<file path="config.mk">
export PLATFORM = sky130hd
export DESIGN_NAME = dimmer_channel_command_table
export DESIGN_NICKNAME = d
export VERILOG_FILES = /design/src/rtl/dct_pkg.sv /design/src/rtl/dct_ram.sv /design/src/rtl/dct_front.sv /design/src/rtl/dct_queue.sv /design/src/rtl/dct_back.sv /design/src/rtl/dimmer_channel_command_table.sv
export VERILOG_INCLUDE_DIRS = /design/src /design/src/rtl
export SDC_FILE = /design/constraint.sdc
export NUM_CORES = 1
export LEC_CHECK = 0
export BUFFER_PORTS_ARGS = -buffer_cell sky130_fd_sc_hd__buf_2
export CORE_MARGIN = 2
export CORE_UTILIZATION = 35
export DETAILED_ROUTE_END_ITERATION = 12
export SLEW_MARGIN = 25
export SYNTH_ARGS = -nofsm -noshare
export SYNTH_HDL_FRONTEND = slang
export SYNTH_SLANG_ARGS = --single-unit
</file>
<file path="constraint.sdc">
create_clock -name clk -period 8.7 [get_ports clk]
set_clock_uncertainty 0.1 [all_clocks]
set_input_delay 0.87 -clock clk [delete_from_list [all_inputs] [get_ports clk]]
set_output_delay 0.87 -clock clk [all_outputs]
set_load 0.05 [all_outputs]
</file>
<file path="src/rtl/dimmer_channel_command_table_defines.svh">
// Assertion macros for the dimmer channel command table.
`ifndef DIMMER_CHANNEL_COMMAND_TABLE_DEFINES_SVH
`define DIMMER_CHANNEL_COMMAND_TABLE_DEFINES_SVH

// same-cycle implication
`define DCT_ASSERT_NOW(lbl, ante, cons, msg) \
	lbl: assert property (@(posedge clk) disable iff (!arst_n) (ante) |-> (cons)) else $error(msg);

// next-cycle implication
`define DCT_ASSERT_NEXT(lbl, ante, cons, msg) \
	lbl: assert property (@(posedge clk) disable iff (!arst_n) (ante) |=> (cons)) else $error(msg);

`endif

</file>
<file path="src/rtl/dct_pkg.sv">
// Types, codes and helpers shared by the dimmer channel command table.
package dct_pkg;

	localparam int CH_W  = 6;
	localparam int LVL_W = 8;
	localparam int CMD_W = 4;
	localparam int CFG_IDX_W = 2;

	localparam logic [CMD_W-1:0] CMD_SET         = 4'd0;
	localparam logic [CMD_W-1:0] CMD_ON_DURATION = 4'd1;
	localparam logic [CMD_W-1:0] CMD_ON_DELAY    = 4'd2;
	localparam logic [CMD_W-1:0] CMD_OFF         = 4'd3;
	localparam logic [CMD_W-1:0] CMD_MEMORY_OFF  = 4'd4;
	localparam logic [CMD_W-1:0] CMD_TOGGLE      = 4'd5;
	localparam logic [CMD_W-1:0] CMD_RAMP_UP     = 4'd6;
	localparam logic [CMD_W-1:0] CMD_RAMP_DOWN   = 4'd7;

	localparam logic ACT_SINGLE = 1'b0;

	localparam logic [CFG_IDX_W-1:0] REG_LEVEL_MAX    = 2'd0;
	localparam logic [CFG_IDX_W-1:0] REG_RESTORE_CODE = 2'd1;
	localparam logic [CFG_IDX_W-1:0] REG_STEP_SIZE    = 2'd2;
	localparam logic [CFG_IDX_W-1:0] REG_LEVEL_FLOOR  = 2'd3;

	localparam logic [LVL_W-1:0] RST_LEVEL_MAX    = 8'd200;
	localparam logic [LVL_W-1:0] RST_RESTORE_CODE = 8'd251;
	localparam logic [LVL_W-1:0] RST_STEP_SIZE    = 8'd6;
	localparam logic [LVL_W-1:0] RST_LEVEL_FLOOR  = 8'd2;

	typedef struct packed {
		logic             action;
		logic [CH_W-1:0]  channel;
		logic [CMD_W-1:0] command;
		logic [LVL_W-1:0] level;
	} cmd_t;

	typedef struct packed {
		logic [CH_W-1:0]  status_channel;
		logic [LVL_W-1:0] status_level;
		logic             status_on;
		logic             last;
	} status_t;

	typedef struct packed {
		logic [LVL_W-1:0] level_max;
		logic [LVL_W-1:0] restore_code;
		logic [LVL_W-1:0] step_size;
		logic [LVL_W-1:0] level_floor;
	} cfg_t;

	typedef enum logic [3:0] {
		OP_SET,
		OP_ON,
		OP_OFF,
		OP_TOGGLE,
		OP_RAMP_UP,
		OP_RAMP_DOWN,
		OP_STOP,
		OP_ABSENT,
		OP_GRP_MEMOFF,
		OP_GRP_RESTORE,
		OP_GRP_SET
	} op_t;

	typedef struct packed {
		op_t              op;
		logic [CH_W-1:0]  channel;
		logic [LVL_W-1:0] level;
	} item_t;

	typedef struct packed {
		logic [LVL_W-1:0] mem;
		logic             on;
		logic [LVL_W-1:0] lvl;
	} entry_t;

	typedef struct packed {
		logic busy;
		logic pend;
	} bk_stat_t;

	function automatic logic is_group(input op_t op);
		return (op == OP_GRP_MEMOFF) || (op == OP_GRP_RESTORE)
			|| (op == OP_GRP_SET);
	endfunction

endpackage

</file>
<file path="src/rtl/dct_ram.sv">
// Generic single-port-write, registered-read RAM.
module dct_ram #(
	parameter int WIDTH = 8,
	parameter int DEPTH = 64,
	localparam int AW = (DEPTH > 1) ? $clog2(DEPTH) : 1
) (
	input  logic             clk,
	input  logic             we,
	input  logic [AW-1:0]    waddr,
	input  logic [WIDTH-1:0] wdata,
	input  logic [AW-1:0]    raddr,
	output logic [WIDTH-1:0] rdata
);

	logic [WIDTH-1:0] mem_q [DEPTH];

	always_ff @(posedge clk) begin
		if (we) begin
			mem_q[waddr] <= wdata;
		end
		rdata <= mem_q[raddr];
	end

endmodule

</file>
<file path="src/rtl/dct_front.sv">
// Front end: takes command beats and classifies them into table operations.
module dct_front #(
	parameter int CHANNELS = 64
) (
	input  logic                           clk,
	input  logic                           arst_n,
	input  logic                           cmd_valid,
	input  dct_pkg::cmd_t                  cmd,
	output logic                           cmd_stall,
	input  logic [dct_pkg::LVL_W-1:0]      restore_code,
	output logic                           fq_valid,
	output dct_pkg::item_t                 fq_item,
	input  logic                           fq_ready
);

	logic           v_s1;
	dct_pkg::item_t item_s1;
	dct_pkg::op_t   op;
	logic           accept;

	assign cmd_stall = v_s1 && !fq_ready;
	assign accept    = cmd_valid && !cmd_stall;
	assign fq_valid  = v_s1;
	assign fq_item   = item_s1;

	always_comb begin
		op = dct_pkg::OP_STOP;
		if (cmd.action == dct_pkg::ACT_SINGLE) begin
			if (32'(cmd.channel) >= CHANNELS) begin
				op = dct_pkg::OP_ABSENT;
			end else begin
				case (cmd.command)
					dct_pkg::CMD_SET:         op = dct_pkg::OP_SET;
					dct_pkg::CMD_ON_DURATION: op = dct_pkg::OP_ON;
					dct_pkg::CMD_ON_DELAY:    op = dct_pkg::OP_ON;
					dct_pkg::CMD_OFF:         op = dct_pkg::OP_OFF;
					dct_pkg::CMD_MEMORY_OFF:  op = dct_pkg::OP_OFF;
					dct_pkg::CMD_TOGGLE:      op = dct_pkg::OP_TOGGLE;
					dct_pkg::CMD_RAMP_UP:     op = dct_pkg::OP_RAMP_UP;
					dct_pkg::CMD_RAMP_DOWN:   op = dct_pkg::OP_RAMP_DOWN;
					default:                  op = dct_pkg::OP_STOP;
				endcase
			end
		end else if (cmd.command == dct_pkg::CMD_MEMORY_OFF) begin
			op = dct_pkg::OP_GRP_MEMOFF;
		end else if (cmd.level == restore_code) begin
			op = dct_pkg::OP_GRP_RESTORE;
		end else begin
			op = dct_pkg::OP_GRP_SET;
		end
	end

	always_ff @(posedge clk or negedge arst_n) begin
		if (!arst_n) begin
			v_s1 <= 1'b0;
		end else if (accept) begin
			v_s1 <= 1'b1;
		end else if (fq_ready) begin
			v_s1 <= 1'b0;
		end
	end

	always_ff @(posedge clk) begin
		if (accept) begin
			item_s1.op      <= op;
			item_s1.channel <= cmd.channel;
			item_s1.level   <= cmd.level;
		end
	end

endmodule

</file>
<file path="src/rtl/dct_queue.sv">
// Two-entry operation queue between front and back.
module dct_queue (
	input  logic           clk,
	input  logic           arst_n,
	input  logic           push,
	input  dct_pkg::item_t push_item,
	output logic           ready,
	output logic           valid,
	output dct_pkg::item_t item,
	input  logic           pop
);

	dct_pkg::item_t slot_q [2];
	logic           wr_ptr_q;
	logic           rd_ptr_q;
	logic [1:0]     cnt_q;
	logic           do_push;
	logic           do_pop;

	assign ready   = (cnt_q != 2'd2);
	assign valid   = (cnt_q != 2'd0);
	assign item    = slot_q[rd_ptr_q];
	assign do_push = push && ready;
	assign do_pop  = pop && valid;

	always_ff @(posedge clk or negedge arst_n) begin
		if (!arst_n) begin
			wr_ptr_q <= 1'b0;
			rd_ptr_q <= 1'b0;
			cnt_q    <= 2'd0;
		end else begin
			if (do_push) begin
				wr_ptr_q <= !wr_ptr_q;
			end
			if (do_pop) begin
				rd_ptr_q <= !rd_ptr_q;
			end
			if (do_push && !do_pop) begin
				cnt_q <= cnt_q + 2'd1;
			end else if (do_pop && !do_push) begin
				cnt_q <= cnt_q - 2'd1;
			end
		end
	end

	always_ff @(posedge clk) begin
		if (do_push) begin
			slot_q[wr_ptr_q] <= push_item;
		end
	end

endmodule

</file>
<file path="src/rtl/dct_back.sv">
// Back end: read-modify-write of the channel store and status generation.
module dct_back #(
	parameter int DEPTH = 64
) (
	input  logic              clk,
	input  logic              arst_n,
	input  dct_pkg::cfg_t     cfg,
	input  logic              q_valid,
	input  dct_pkg::item_t    q_item,
	output logic              q_pop,
	output logic              status_valid,
	output dct_pkg::status_t  status,
	input  logic              status_stall,
	output dct_pkg::bk_stat_t stat
);

	localparam int AW = (DEPTH > 1) ? $clog2(DEPTH) : 1;
	localparam logic [AW-1:0] LAST_CH = AW'(DEPTH - 1);
	localparam int EW = $bits(dct_pkg::entry_t);

	typedef enum logic [1:0] {
		S_IDLE,
		S_READ,
		S_EXEC,
		S_FLUSH
	} state_t;

	state_t           state_q;
	dct_pkg::item_t   cur_q;
	logic [AW-1:0]    walk_q;
	logic [DEPTH-1:0] vld_q;
	logic             rd_vld_q;
	logic             st_v_q;
	dct_pkg::status_t st_q;
	logic             pend_v_q;
	dct_pkg::status_t pend_q;

	logic             group;
	logic [AW-1:0]    addr;
	logic [EW-1:0]    rd_raw;
	dct_pkg::entry_t  cur;
	dct_pkg::entry_t  nxt;
	dct_pkg::status_t new_st;
	logic [dct_pkg::LVL_W-1:0] memv;
	logic [dct_pkg::LVL_W:0]   sum;
	logic [dct_pkg::LVL_W:0]   thr;
	logic             known;
	logic             out_free;
	logic             we;
	logic             st_load;
	dct_pkg::status_t st_next;

	assign group    = dct_pkg::is_group(cur_q.op);
	assign addr     = group ? walk_q : cur_q.channel[AW-1:0];
	assign cur      = rd_vld_q ? dct_pkg::entry_t'(rd_raw) : '0;
	assign out_free = !st_v_q || !status_stall;
	assign known    = (cur.lvl != '0) || cur.on || (cur.mem != '0);
	assign q_pop    = (state_q == S_IDLE) && q_valid;

	assign status_valid = st_v_q;
	assign status       = st_q;
	assign stat.busy    = (state_q != S_IDLE);
	assign stat.pend    = pend_v_q;

	always_comb begin
		memv = (cur.mem != '0) ? cur.mem : cfg.level_max;
		sum  = {1'b0, cur.lvl} + {1'b0, cfg.step_size};
		thr  = {1'b0, cfg.step_size} + {1'b0, cfg.level_floor};
		nxt  = cur;
		case (cur_q.op)
			dct_pkg::OP_SET: begin
				nxt.lvl = (cur_q.level > cfg.level_max) ? cfg.level_max
					: cur_q.level;
				nxt.on  = (nxt.lvl != '0);
			end
			dct_pkg::OP_ON: begin
				nxt.on  = 1'b1;
				nxt.lvl = memv;
			end
			dct_pkg::OP_OFF: begin
				nxt.on  = 1'b0;
				nxt.lvl = '0;
			end
			dct_pkg::OP_TOGGLE: begin
				nxt.on  = !cur.on;
				nxt.lvl = cur.on ? '0 : memv;
			end
			dct_pkg::OP_RAMP_UP: begin
				nxt.on  = 1'b1;
				nxt.lvl = (sum > {1'b0, cfg.level_max}) ? cfg.level_max
					: sum[dct_pkg::LVL_W-1:0];
			end
			dct_pkg::OP_RAMP_DOWN: begin
				nxt.lvl = ({1'b0, cur.lvl} < thr) ? cfg.level_floor
					: cur.lvl - cfg.step_size;
			end
			dct_pkg::OP_GRP_MEMOFF: begin
				if (cur.on) begin
					nxt.mem = cur.lvl;
				end
				nxt.lvl = '0;
				nxt.on  = 1'b0;
			end
			dct_pkg::OP_GRP_RESTORE: begin
				if (cur.mem != '0) begin
					nxt.lvl = cur.mem;
					nxt.on  = 1'b1;
				end
			end
			dct_pkg::OP_GRP_SET: begin
				nxt.lvl = cur_q.level;
				nxt.on  = (cur_q.level != '0);
			end
			default: begin
				nxt = cur;
			end
		endcase
		if (!group && nxt.on && (nxt.lvl != '0)) begin
			nxt.mem = nxt.lvl;
		end

		new_st.status_channel = group ? dct_pkg::CH_W'(walk_q) : cur_q.channel;
		new_st.status_level   = nxt.lvl;
		new_st.status_on      = nxt.on;
		new_st.last           = !group;
		if (cur_q.op == dct_pkg::OP_ABSENT) begin
			new_st.status_level = '0;
			new_st.status_on    = 1'b0;
		end
	end

	always_comb begin
		we = 1'b0;
		if (state_q == S_EXEC) begin
			if (group) begin
				we = known && (!pend_v_q || out_free);
			end else begin
				we = out_free && (cur_q.op != dct_pkg::OP_ABSENT);
			end
		end
	end

	// status beat loaded into the output register this cycle
	always_comb begin
		st_load = 1'b0;
		st_next = new_st;
		case (state_q)
			S_EXEC: begin
				if (group) begin
					if (known && pend_v_q && out_free) begin
						st_load = 1'b1;
						st_next = pend_q;
					end
				end else if (out_free) begin
					st_load = 1'b1;
				end
			end
			S_FLUSH: begin
				if (pend_v_q && out_free) begin
					st_load      = 1'b1;
					st_next      = pend_q;
					st_next.last = 1'b1;
				end
			end
			default: begin
				st_load = 1'b0;
			end
		endcase
	end

	dct_ram #(
		.WIDTH (EW),
		.DEPTH (DEPTH)
	) u_store (
		.clk   (clk),
		.we    (we),
		.waddr (addr),
		.wdata (nxt),
		.raddr (addr),
		.rdata (rd_raw)
	);

	always_ff @(posedge clk or negedge arst_n) begin
		if (!arst_n) begin
			state_q  <= S_IDLE;
			cur_q    <= '0;
			walk_q   <= '0;
			vld_q    <= '0;
			rd_vld_q <= 1'b0;
			st_v_q   <= 1'b0;
			st_q     <= '0;
			pend_v_q <= 1'b0;
			pend_q   <= '0;
		end else begin
			rd_vld_q <= vld_q[addr];
			if (we) begin
				vld_q[addr] <= 1'b1;
			end
			if (st_load) begin
				st_v_q <= 1'b1;
				st_q   <= st_next;
			end else if (!status_stall) begin
				st_v_q <= 1'b0;
			end
			case (state_q)
				S_IDLE: begin
					if (q_valid) begin
						cur_q   <= q_item;
						walk_q  <= '0;
						state_q <= S_READ;
					end
				end
				S_READ: begin
					state_q <= S_EXEC;
				end
				S_EXEC: begin
					if (group) begin
						if (!known || !pend_v_q || out_free) begin
							if (known) begin
								pend_q   <= new_st;
								pend_v_q <= 1'b1;
							end
							if (walk_q == LAST_CH) begin
								state_q <= S_FLUSH;
							end else begin
								walk_q  <= walk_q + AW'(1);
								state_q <= S_READ;
							end
						end
					end else if (out_free) begin
						state_q <= S_IDLE;
					end
				end
				S_FLUSH: begin
					if (!pend_v_q) begin
						state_q <= S_IDLE;
					end else if (out_free) begin
						pend_v_q <= 1'b0;
						state_q  <= S_IDLE;
					end
				end
				default: begin
					state_q <= S_IDLE;
				end
			endcase
		end
	end

endmodule

</file>
<file path="src/rtl/dimmer_channel_command_table.sv">
// Top level of the dimmer channel command table.
// A single-channel command returns its one status after its beat passes the
// front register, the queue, a store read and an execute step. A group command
// walks min(CHANNELS, 64) channels, each with a read and then an execute and
// write back, since the store has a single registered read port, and ends with
// a final flush; only channels that hold state give a status, so a group over
// an empty table gives none. Reset clears the store at once through per-entry
// valid flags, so no clearing pass follows reset. A stalled status output holds
// the back end only when it has a status to deliver; the two-entry queue keeps
// taking command beats meanwhile until it is full.
`include "dimmer_channel_command_table_defines.svh"

module dimmer_channel_command_table #(
	parameter int CHANNELS = 64
) (
	input  logic                              clk,
	input  logic                              arst_n,
	input  logic                              cfg_we,
	input  logic [dct_pkg::CFG_IDX_W-1:0]     cfg_index,
	input  logic [dct_pkg::LVL_W-1:0]         cfg_data,
	input  logic                              cmd_valid,
	input  dct_pkg::cmd_t                     cmd,
	output logic                              cmd_stall,
	output logic                              status_valid,
	output dct_pkg::status_t                  status,
	input  logic                              status_stall
);

	localparam int DEPTH = (CHANNELS < 64) ? CHANNELS : 64;

	dct_pkg::cfg_t     cfg_q;
	logic              fq_valid;
	dct_pkg::item_t    fq_item;
	logic              fq_ready;
	logic              q_valid;
	dct_pkg::item_t    q_item;
	logic              q_pop;
	dct_pkg::bk_stat_t bk;

	always_ff @(posedge clk or negedge arst_n) begin
		if (!arst_n) begin
			cfg_q.level_max    <= dct_pkg::RST_LEVEL_MAX;
			cfg_q.restore_code <= dct_pkg::RST_RESTORE_CODE;
			cfg_q.step_size    <= dct_pkg::RST_STEP_SIZE;
			cfg_q.level_floor  <= dct_pkg::RST_LEVEL_FLOOR;
		end else if (cfg_we) begin
			case (cfg_index)
				dct_pkg::REG_LEVEL_MAX:    cfg_q.level_max    <= cfg_data;
				dct_pkg::REG_RESTORE_CODE: cfg_q.restore_code <= cfg_data;
				dct_pkg::REG_STEP_SIZE:    cfg_q.step_size    <= cfg_data;
				dct_pkg::REG_LEVEL_FLOOR:  cfg_q.level_floor  <= cfg_data;
				default:                   cfg_q              <= cfg_q;
			endcase
		end
	end

	dct_front #(
		.CHANNELS (CHANNELS)
	) u_front (
		.clk          (clk),
		.arst_n       (arst_n),
		.cmd_valid    (cmd_valid),
		.cmd          (cmd),
		.cmd_stall    (cmd_stall),
		.restore_code (cfg_q.restore_code),
		.fq_valid     (fq_valid),
		.fq_item      (fq_item),
		.fq_ready     (fq_ready)
	);

	dct_queue u_queue (
		.clk       (clk),
		.arst_n    (arst_n),
		.push      (fq_valid),
		.push_item (fq_item),
		.ready     (fq_ready),
		.valid     (q_valid),
		.item      (q_item),
		.pop       (q_pop)
	);

	dct_back #(
		.DEPTH (DEPTH)
	) u_back (
		.clk          (clk),
		.arst_n       (arst_n),
		.cfg          (cfg_q),
		.q_valid      (q_valid),
		.q_item       (q_item),
		.q_pop        (q_pop),
		.status_valid (status_valid),
		.status       (status),
		.status_stall (status_stall),
		.stat         (bk)
	);

	// input held back only while the front register is waiting on a full queue
	`DCT_ASSERT_NOW(a_stall_needs_front, cmd_stall, fq_valid && !fq_ready, "stall, queue not full")
	// a non-final group status always leaves a pending one behind it
	`DCT_ASSERT_NOW(a_nonlast_has_pend, status_valid && !status.last, bk.pend, "run lost final")
	// back end takes from the queue only when idle, and is busy afterwards
	`DCT_ASSERT_NEXT(a_pop_starts_work, q_pop, bk.busy, "pop did not start work")

endmodule

</file>
=== After elaboration in Yosys (flattened, before gate mapping) ===
Memories as Yosys holds them, arrays and structs flattened. A register that Yosys moved wholly into a read port is not among the register bits.
Index checks and enable logic that the tools add are counted.

* Memories: 3
* RAM bits: 1,124
* Output and inout port bits: 18
* Register bits: 162
* Bits in latches: 0
* Memory bits (read-only): 24

{| class="wikitable"
|+ Memories
! name !! words !! bits a word !! read ports !! clocked after Yosys merged registers in !! wr ports !! RTL line !! text
|-
| u_back.u_store.mem_q || 64 || 17 || 1 || 1 || 1 || dct_ram.sv:15 || <nowiki>logic [WIDTH-1:0] mem_q [DEPTH];</nowiki>
|-
| u_queue.slot_q || 2 || 18 || 1 || 1 || 1 || dct_queue.sv:13 || <nowiki>dct_pkg::item_t slot_q [2];</nowiki>
|-
| (no name shown) || 8 || 3 || 1 || 0 || 0 || dct_front.sv:32 || <nowiki>case (cmd.command)</nowiki>
|}

* $lt $le $gt $ge: 5
* Multiply operators: 0
* Shift-type cells: 0
* Equality and inequality tests: 27
* Bitwise logic cells: 1
* Div/mod/pow operators: 0
* Add/subtract/negate cells: 6
* Mux-type cells: 61
* Reductions and logical operators: 60

{| class="wikitable"
|+ Operators by type and width
! kind !! number
|-
| 2-to-1 mux 8 bit || 8
|-
| OR 64 bit || 1
|-
| one-hot mux 8 bit (8 select lines) || 1
|-
| 2-to-1 mux 16 bit || 3
|-
| nonzero test 8 bit || 5
|-
| one-hot mux 16 bit (2 select lines) || 1
|-
| 2-to-1 mux 6 bit || 5
|-
| 2-to-1 mux 1 bit || 21
|-
| adder 8 x 8 -> 9 bit || 2
|-
| 2-to-1 mux 2 bit || 9
|-
| 2-to-1 mux 9 bit || 2
|-
| 2-to-1 mux 17 bit || 1
|-
| equality test 4 x 3 -> 1 bit (second input constant) || 4
|-
| logical AND 1 bit || 15
|-
| logical NOT 1 bit || 13
|-
| equality test 4 bit (second input constant) || 3
|-
| 2-to-1 mux 4 bit || 3
|-
| one-hot mux 6 bit (2 select lines) || 1
|-
| AND reduction 2 bit || 6
|-
| nonzero test 2 bit || 5
|-
| > comparator 9 x 8 -> 1 bit || 1
|-
| < comparator 8 x 9 -> 1 bit || 1
|-
| equality test 2 bit (second input constant) || 4
|-
| equality test 4 x 2 -> 1 bit (second input constant) || 2
|-
| other kinds (26) || 43
|}

=== Longest topological paths before layout ===
Gate-level depths: netlist (run 1).

* Depth in word-level cells: 10
* Depth in mapped cells: 22
* Gate-level depth less buffers: 21

=== Hierarchy ===
Synthesis (run 1) repeated with hierarchy kept, for this count alone.

* Cells, all modules: 3,151
* Area, all modules: 54,614.9 µm²

{| class="wikitable"
|+ Modules (own cells, without submodules)
! module !! seq. area each (µm²) !! cells each !! instances !! area each (µm²)
|-
| dct_ram || 33,011.7 || 1,953 || 1 || 42,344.4
|-
| dct_back || 3,128.0 || 1,007 || 1 || 8,729.6
|-
| dct_queue || 1,181.1 || 74 || 1 || 1,542.7
|-
| dimmer_channel_command_table || 817.0 || 68 || 1 || 1,228.7
|-
| dct_front || 565.5 || 49 || 1 || 769.5
|}

=== Least setup slack after synthesis (run 1) ===
Ideal clock, no wire load.

* Path kind: register -> register
* From: register u_back.rd_vld_q
* To: memory u_back.u_store.mem_q[0][12] (netlist name), data pin
* Arrival: 8.096 ns
* Stages on the path, launching flop included: 21
* Setup slack: -0.058 ns
* Cell sequence: dfrtp_1 buf_6 clkbuf_1 and2_1 ha_1 buf_4 inv_1 a221oi_2 a22oi_1 maj3_2 xnor2_1 ha_1 nand4_1 nor2_1 o41ai_4 o211a_1 a31oi_1 a32oi_1 nor4_4 a21boi_4 mux2i_1

{| class="wikitable"
|+ RTL lines
! element !! RTL line !! text
|-
| from (decl) || dct_back.sv:32 || <nowiki>logic rd_vld_q;</nowiki>
|-
| from (signal assigned) || dct_back.sv:195 || <nowiki>rd_vld_q <= vld_q[addr];</nowiki>
|-
| to (decl) || dct_ram.sv:15 ||
|}

==> reports/metrics.csv, run 1 <==
stage;metric;value;unit
run_status;status;finished clean;
power;Power per Cell Area;386;nW/um^2
power;Peak supply drop;0.541;mV
synth;Seq/Total Area, Yosys;75.6;%
synth;syn_nets;3253;
synth;EDFF count, synth;1142;
place;Post-Place Cells;5059;
detailed_routing;Post-Route WL;151;mm
synth;Avg Cell Area, Syn;16.2;sq um
global_routing;largest net degree at the start of global routing;101;
finish;share of cells above drive strength 1;17.1;%
clocking;CTS Sinks;1321;
floorplanning;std cell rows;140;
detailed_routing;via count;31100;
setup_path;cells on worst reg2reg path;21;
timing;count of final hold-check violations;0;
detailed_routing;DRC;0;
place;Port Buffer Count;51;
synth;#FFs+latches synth;1321;
timing;Final min period;7.03;ns
detailed_routing;1st-pass router iterations;6;
floorplanning;Die W;386;microns
power;internal power;14.1;mW
power;Logic pwr share;34.0;%
timing;Slew @ Worst Pin;1.14;ns
setup_path;slowest stage delay, CP;0.87;ns
worst_hold_path;hold depth;1;
global_routing;global-route wire length before repair;216;mm
global_routing;grt ovf;0;
global_routing;global-route usage over all layers;19.7;%
clocking;post_cts resized;0;
setup_path;Critical Path Sink Type;register;
global_routing;initial antenna violation count;4;
power;Flop pwr share;41.4;%
synth;fraction of registers with async set/reset;12.3;%
synth;Warnings, synthesis;0;
finish;synth-to-layout area growth;14.6;%
timing;RSZ-0062 raised after global routing;no;
synth;Cell variety after synth;93;
place;HPWL after DPL;84.8;mm
power;Clock Power Share;24.6;%
setup_path;WP data required;9.01;ns
clocking;root buffer cell;clkbuf_16;
floorplanning;Die H;386;microns
finish;Layout Nets;3358;
timing;FMAX;142;MHz
timing;final hold slack;0.187;ns
floorplanning;IO Pins;52;
clocking;Clk pin slew, worst setup/hold paths;0.06;ns
clocking;TritonCTS Buffers;130;
timing;fin. max-slew vios;0;
setup_path;CP max-delay cell;clkinv_2;
clocking;Post-CTS Setup Bufs;0;
timing;Worst slew margin;23.8;%
setup_path;CP dominant cell by count;ha_1;
power;sw frac;38.0;%
synth;Synth Flop Type;edfxtp_1;
finish;non-filler cells, final;5301;
detailed_routing;Vias/cell;5.87;
clocking;H-tree depth;4;
synth;Cell Area, Synth;51200;sq um
synth;post-synthesis instance total;3170;
clocking;CTS tree;built;
clocking;Clock Path Buffers;3;
setup_path;critical path class;register to register;
floorplanning;Core ar.;145000;sq um
timing;number of setup violations in the final report;0;
setup_path;Worst Path Arrival;7.34;ns
power;sw power;8.61;mW
timing;period utilization;80.8;%
timing;setup_tns;0;ns
place;RePlAce Congestion;0.882;
floorplanning;die area;149000;sq um
global_routing;vias in the first global route;29600;
floorplanning;Initial Utilization;35.2;%
detailed_routing;DR iter-0 viols;4284;
detailed_routing;post-route antenna net violation count;0;
setup_path;critical path cell sequence;nand2_2 -> inv_1 -> ha_1 -> fa_1 -> nor2b_1 -> o31ai_2 -> nand2_1 -> o2111ai_1 -> nand3_1 -> ha_1 -> a211o_1 -> a211oi_1 -> o221a_1 -> o41ai_4 -> nor2_8 -> o221ai_1 -> a211oi_2 -> clkinv_2 -> a21oi_1 -> o31ai_4 -> buf_4;
run;max_cap viols;0;
power;Static Leak;19.1;nW
setup_path;crit-path max FO;66;
clocking;clock latency on the worst-skew pair;0.77;ns
setup_path;Setup crit start kind;register;
worst_hold_path;min-delay worst type;primary input to register;
detailed_routing;WL per Instance;28.4;microns
cells in the mapped netlist (all sizes together), types with 3 or more instances:
cell type  instances  share of area (%)
o31ai             16               0.25
buf               56               0.54
nand3             42               0.41
a21o              11               0.16
mux2              43               0.98
a211oi             8               0.15
o22ai              4              0.061
o32ai              3              0.088
o211a              3              0.059
xor2              11               0.19
dfrtp            149                7.3
maj3               3              0.066
nor2             127               0.97
nand2b             5              0.061
or2               66               0.81
and2              13               0.16
nand4             52               0.64
fa                 3               0.12
xnor2             23               0.39
o21ai             71               0.69
edfxtp          1142                 67
a31oi              5              0.086
nor3              16               0.17
o211ai            14               0.21
a21oi             59               0.59
a221oi            37               0.67
ha                46                1.1
inv               42               0.31
o21a               7               0.10
clkbuf           127               0.93
nor2b              7              0.086
nor4              27               0.36
a41oi            101                1.7
a21boi             7               0.12
dfstp             13               0.67
a22oi            558                8.2
and3               9               0.11
nand3b             9               0.13
a22o              16               0.29
or3                3              0.037
dfxtp             17               0.66
nand2            133                1.0
mux2i             34               0.66
cell type report:
class / instances / area [sq um]
timing repair buffer: 156 / 1170
inverter: 42 / 159
clock buffer: 178 / 3520
clock inverter: 61 / 701
multi-input combinational: 1624 / 12000
fill: 13100 / 86700
antenna: 2 / 5.00
tap: 1917 / 2400
sequential: 1321 / 38700
per-stage QoR:
stage	setup slack [ns]	total power, mW	instance area, sq um	utilization, %
global placement	2.00	16.9	54400	37.4
CTS	1.89	22.6	58700	40.4
finish	1.67	22.7	58700	40.4
floorplan	0.308	13.7	51200	-
detailed placement	1.90	17.1	54400	37.4
global route	1.26	23.5	58700	40.4
sequential cells by signal (all words and copies together), names as in the netlist, 2 cells and up:
register	flops
u_back.u_store.rdata	17
cfg_q	32
u_queue.cnt_q	2
u_back.walk_q	6
u_back.state_q	2
u_back.u_store.mem_q	1088
u_back.status	16
u_back.vld_q	64
u_queue.slot_q	36
u_back.pend_q	16
u_back.cur_q	18
u_front.fq_item	18
what timing repair did:
item                                    CTS  global route
hold buffers                              1             0
endpoints found under the hold margin    15             0
endpoints found under the setup margin    0             0
per-layer routing:
metal	GRT usage, %	wire length, microns	vias to the layer above
li1	-	-	13100
met1	28.7	63800	16100
met2	29.9	68300	1674
met3	3.32	14600	216
met4	6.30	3960	0
met5	0	0	-
power by group through the flow:
stage | registers (mW) | clock network, mW | logic [mW]
after floorplan | 9.47 | 0 | 4.25
after global placement | 9.49 | 0 | 7.46
after detailed placement | 9.50 | 0 | 7.58
after CTS | 9.37 | 5.64 | 7.60
after global routing | 9.43 | 5.89 | 8.14
final | 9.38 | 5.58 | 7.69
worst paths after layout:
| check | start | endpoint | slack, ns |
|---|---|---|---|
| max | u_back.rd_vld_q | u_back.u_store.mem_q[3][16] | 1.67 |
| min | cmd[15] | u_front.fq_item[11] | 0.19 |
| max reg2reg | u_back.rd_vld_q | u_back.u_store.mem_q[3][16] | 1.67 |
| min reg2reg | u_front.fq_item[9] | u_queue.slot_q[0][9] | 0.35 |
| max in group asynchronous | arst_n | u_queue.rd_ptr_q | 6.70 |
| min in group asynchronous | arst_n | u_back.vld_q[21] | 0.52 |
worst max-delay path, delay by kind of cell, from the launching register on:
family	cells	cell delay, ns
and+or+nand+nor	5	0.96
DFF	1	0.71
AOI/OAI and AO/OA	10	2.55
buffers and inverters	3	1.28
adders and majority gates	3	1.01
cell families (layout without fill, tap and decap cells):
group | after synthesis | after routing | share of synthesized area [%]
xor gates and xnor gates | 34 | 34 | 0.582
muxes | 77 | 77 | 1.65
adders and majority gates | 52 | 52 | 1.31
and+or+nand+nor | 517 | 517 | 5.11
other | 0 | 2 | 0
AOI/OAI and AO/OA | 944 | 944 | 14.0
DFF | 1321 | 1321 | 75.6
buffers and inverters | 225 | 437 | 1.78
placed cells by master (no fill, tap or decap), types with 40 or more instances in the layout:
| cell type | instances |
|---|---|
| a21oi_1 | 56 |
| a22oi_1 | 558 |
| a41oi_1 | 100 |
| buf_2 | 50 |
| buf_4 | 94 |
| clkbuf_1 | 40 |
| clkbuf_16 | 131 |
| dfrtp_1 | 148 |
| edfxtp_1 | 1142 |
| ha_1 | 46 |
| nand2_1 | 128 |
| nand3_1 | 42 |
| nand4_1 | 52 |
| nor2_1 | 58 |
| nor2_2 | 48 |
| o21ai_0 | 62 |
| or2_2 | 65 |
(Power assumes the default switching activity.)
==> run 2, diff against run 1 <==
- clock period: 8.7 -> 7.2 ns (I/O delays scaled with it)
==> run 2 against run 1 <==
First-iteration DRC count down 1.2%; power is 22% higher; non-clock buffer count up 23; core utilization is 0.074 points higher; highest routed layer unchanged; routed wire length is 0.59% lower; register-to-register slack worse by 0.61 ns; combinational power grew 24%; critical path depth did not move; setup slack worse by 0.61 ns; sequential share of layout area is 0.12 points lower; fmax up 15%.
==> reports/metrics.csv, run 2 (synthesis gave the netlist of run 1 again) <==
stage;metric;value;unit
setup_path;slowest stage delay, CP;0.60;ns
setup_path;CP startpoint;u_back.rd_vld_q;
finish;share of cells above drive strength 1;17.9;%
clocking;H-tree depth;4;
finish;largest registers;u_back.u_store.mem_q x1088, u_back.vld_q x64, u_queue.slot_q x36;
finish;commonest non-fill, non-tap cell in the layout;edfxtp_1;
detailed_routing;Post-Route WL;150;mm
finish;non-filler cells, final;5326;
global_routing;vias in the first global route;29400;
timing;Final min period;6.14;ns
floorplanning;IO Pins;52;
detailed_routing;Vias/cell;5.87;
detailed_routing;post-route antenna net violation count;0;
power;Static Leak;19.3;nW
floorplanning;Die W;386;microns
finish;Register Area;38700;sq um
place;Post-Place Cells;5082;
power;Power per Cell Area;469;nW/um^2
global_routing;gr busiest metal;met2;
detailed_routing;WL per Instance;28.1;microns
clocking;root buffer cell;clkbuf_16;
clocking;clock latency on the worst-skew pair;0.77;ns
worst_hold_path;hold_sp;cmd[14];
setup_path;WP data required;7.56;ns
global_routing;global-route usage over all layers;19.6;%
setup_path;Critical Path Sink Type;register;
finish;multi-input combinational cell area;12000;sq um
setup_path;critical path cell sequence;buf_4 -> and2_4 -> fa_2 -> nor2b_1 -> o31ai_2 -> nand2_1 -> o2111ai_1 -> nand3_1 -> ha_1 -> a211o_1 -> a211oi_2 -> o221a_1 -> o41ai_4 -> nor2_8 -> mux2i_1 -> o32ai_4 -> inv_2 -> nor4_4 -> nand2_1 -> o31ai_4 -> buf_4;
finish;# fillers;13100;
detailed_routing;DRC;0;
finish;Layout Nets;3382;
run_status;status;finished clean;
timing;period utilization;85.3;%
setup_path;crit-path max FO;64;
timing;Worst slew margin;27.2;%
setup_path;Worst Path Arrival;6.50;ns
detailed_routing;via count;31300;
clocking;TritonCTS Buffers;131;
timing;fin. max-slew vios;0;
clocking;post_cts resized;0;
finish;register bank with the most flops;u_back.u_store.mem_q;
finish;most frequent cells in the layout;edfxtp_1, a22oi_1, dfrtp_1, clkbuf_16, nand2_1;
global_routing;global-route wire length before repair;216;mm
timing;RSZ-0062 raised after global routing;no;
floorplanning;Initial Utilization;35.2;%
global_routing;met1 GRT Util;29.2;%
detailed_routing;1st-pass router iterations;8;
floorplanning;Core ar.;145000;sq um
floorplanning;die area;149000;sq um
finish;synth-to-layout area growth;14.8;%
global_routing;largest net degree at the start of global routing;101;
place;RePlAce Congestion;0.885;
place;HPWL after DPL;87.4;mm
floorplanning;std cell rows;140;
timing;count of final hold-check violations;0;
timing;number of setup violations in the final report;0;
clocking;CTS tree;built;
timing;FMAX;163;MHz
detailed_routing;DR iter-0 viols;4234;
floorplanning;Die H;386;microns
clocking;CTS Sinks;1321;
place;Port Buffer Count;51;
global_routing;grt ovf;0;
global_routing;met3 Use GR;3.64;%
finish;max FFs per register;1088;
clocking;Clk pin slew, worst setup/hold paths;0.06;ns
global_routing;M2 GR Usage;29.4;%
worst_hold_path;min-delay worst type;primary input to register;
setup_path;CP max-delay cell;o41ai_4;
setup_path;critical path class;register to register;
setup_path;Setup crit start kind;register;
timing;setup_tns;0;ns
setup_path;worst reg2reg path startpoint;u_back.rd_vld_q;
clocking;Clock Path Buffers;3;
timing;Slew @ Worst Pin;1.08;ns
power;Peak supply drop;0.628;mV
global_routing;initial antenna violation count;2;
run;max_cap viols;0;
run 2: report_power, final:
group	leakage [nW]	internal, mW	switching [mW]
clock	2.04	3.81	2.89
sequential	12.7	10.9	0.451
combinational	4.61	2.38	7.18
run 2: worst max-delay path: cells and delay by family, from the launching register on:
kind	cells	cell delay [ns]
adders and majority gates	2	0.73
muxes	1	0.18
AOI/OAI and AO/OA	8	2.04
DFF	1	0.41
and+or+nand+nor	7	1.36
buffers and inverters	3	0.94
run 2: per-stage QoR:
| step | setup slack (ns) | area [sq um] | util (%) | power [mW] | hold slack, ns |
|---|---|---|---|---|---|
| final | 1.06 | 58800 | 40.4 | 27.6 | 0.0348 |
| after global routing | 0.689 | 58800 | 40.4 | 28.5 | 0.00211 |
| after CTS | 1.13 | 58800 | 40.4 | 27.5 | 0.000832 |
| after detailed placement | 1.17 | 54600 | 37.5 | 20.9 | 0.338 |
| after global placement | 1.28 | 54500 | 37.5 | 20.7 | 0.329 |
| after floorplan | -1.11 | 51300 | - | 16.6 | 0.321 |
run 2: what timing repair did:
| item | in CTS | in global routing |
|---|---|---|
| buffers inserted | 0 | 0 |
| endpoints found under the hold margin | 44 | 0 |
| hold buffers | 1 | 0 |
run 2: final timing paths:
check | endpoint | slack (ns) | depth (start not counted)
worst max register to register | u_back.u_store.mem_q[21][16] | 1.06 | 21
worst min-delay path | u_front.fq_item[10] | 0.03 | 1
max in group asynchronous | u_queue.rd_ptr_q | 5.19 | 3
worst min register to register | u_queue.slot_q[0][2] | 0.35 | 0
min in group asynchronous | u_back.vld_q[54] | 0.39 | 2
worst max-delay path | u_back.u_store.mem_q[21][16] | 1.06 | 21
run 2: final cells by class:
cell class | instances | area share, %
antenna | 1 | 0.00426
clock buffer | 204 | 6.48
clock inverter | 38 | 0.632
inverter | 42 | 0.268
multi-input combinational | 1624 | 20.4
sequential | 1321 | 65.8
tap | 1917 | 4.08
timing repair buffer | 179 | 2.30
run 2: routing by layer:
layer / up-vias / part of all wire [%] / wire length, microns
met5: - / 0 / 0
met1: 16200 / 44 / 65200
li1: 13200 / - / -
met2: 1700 / 45 / 66900
met3: 191 / 9.5 / 14200
met4: 0 / 2.4 / 3520
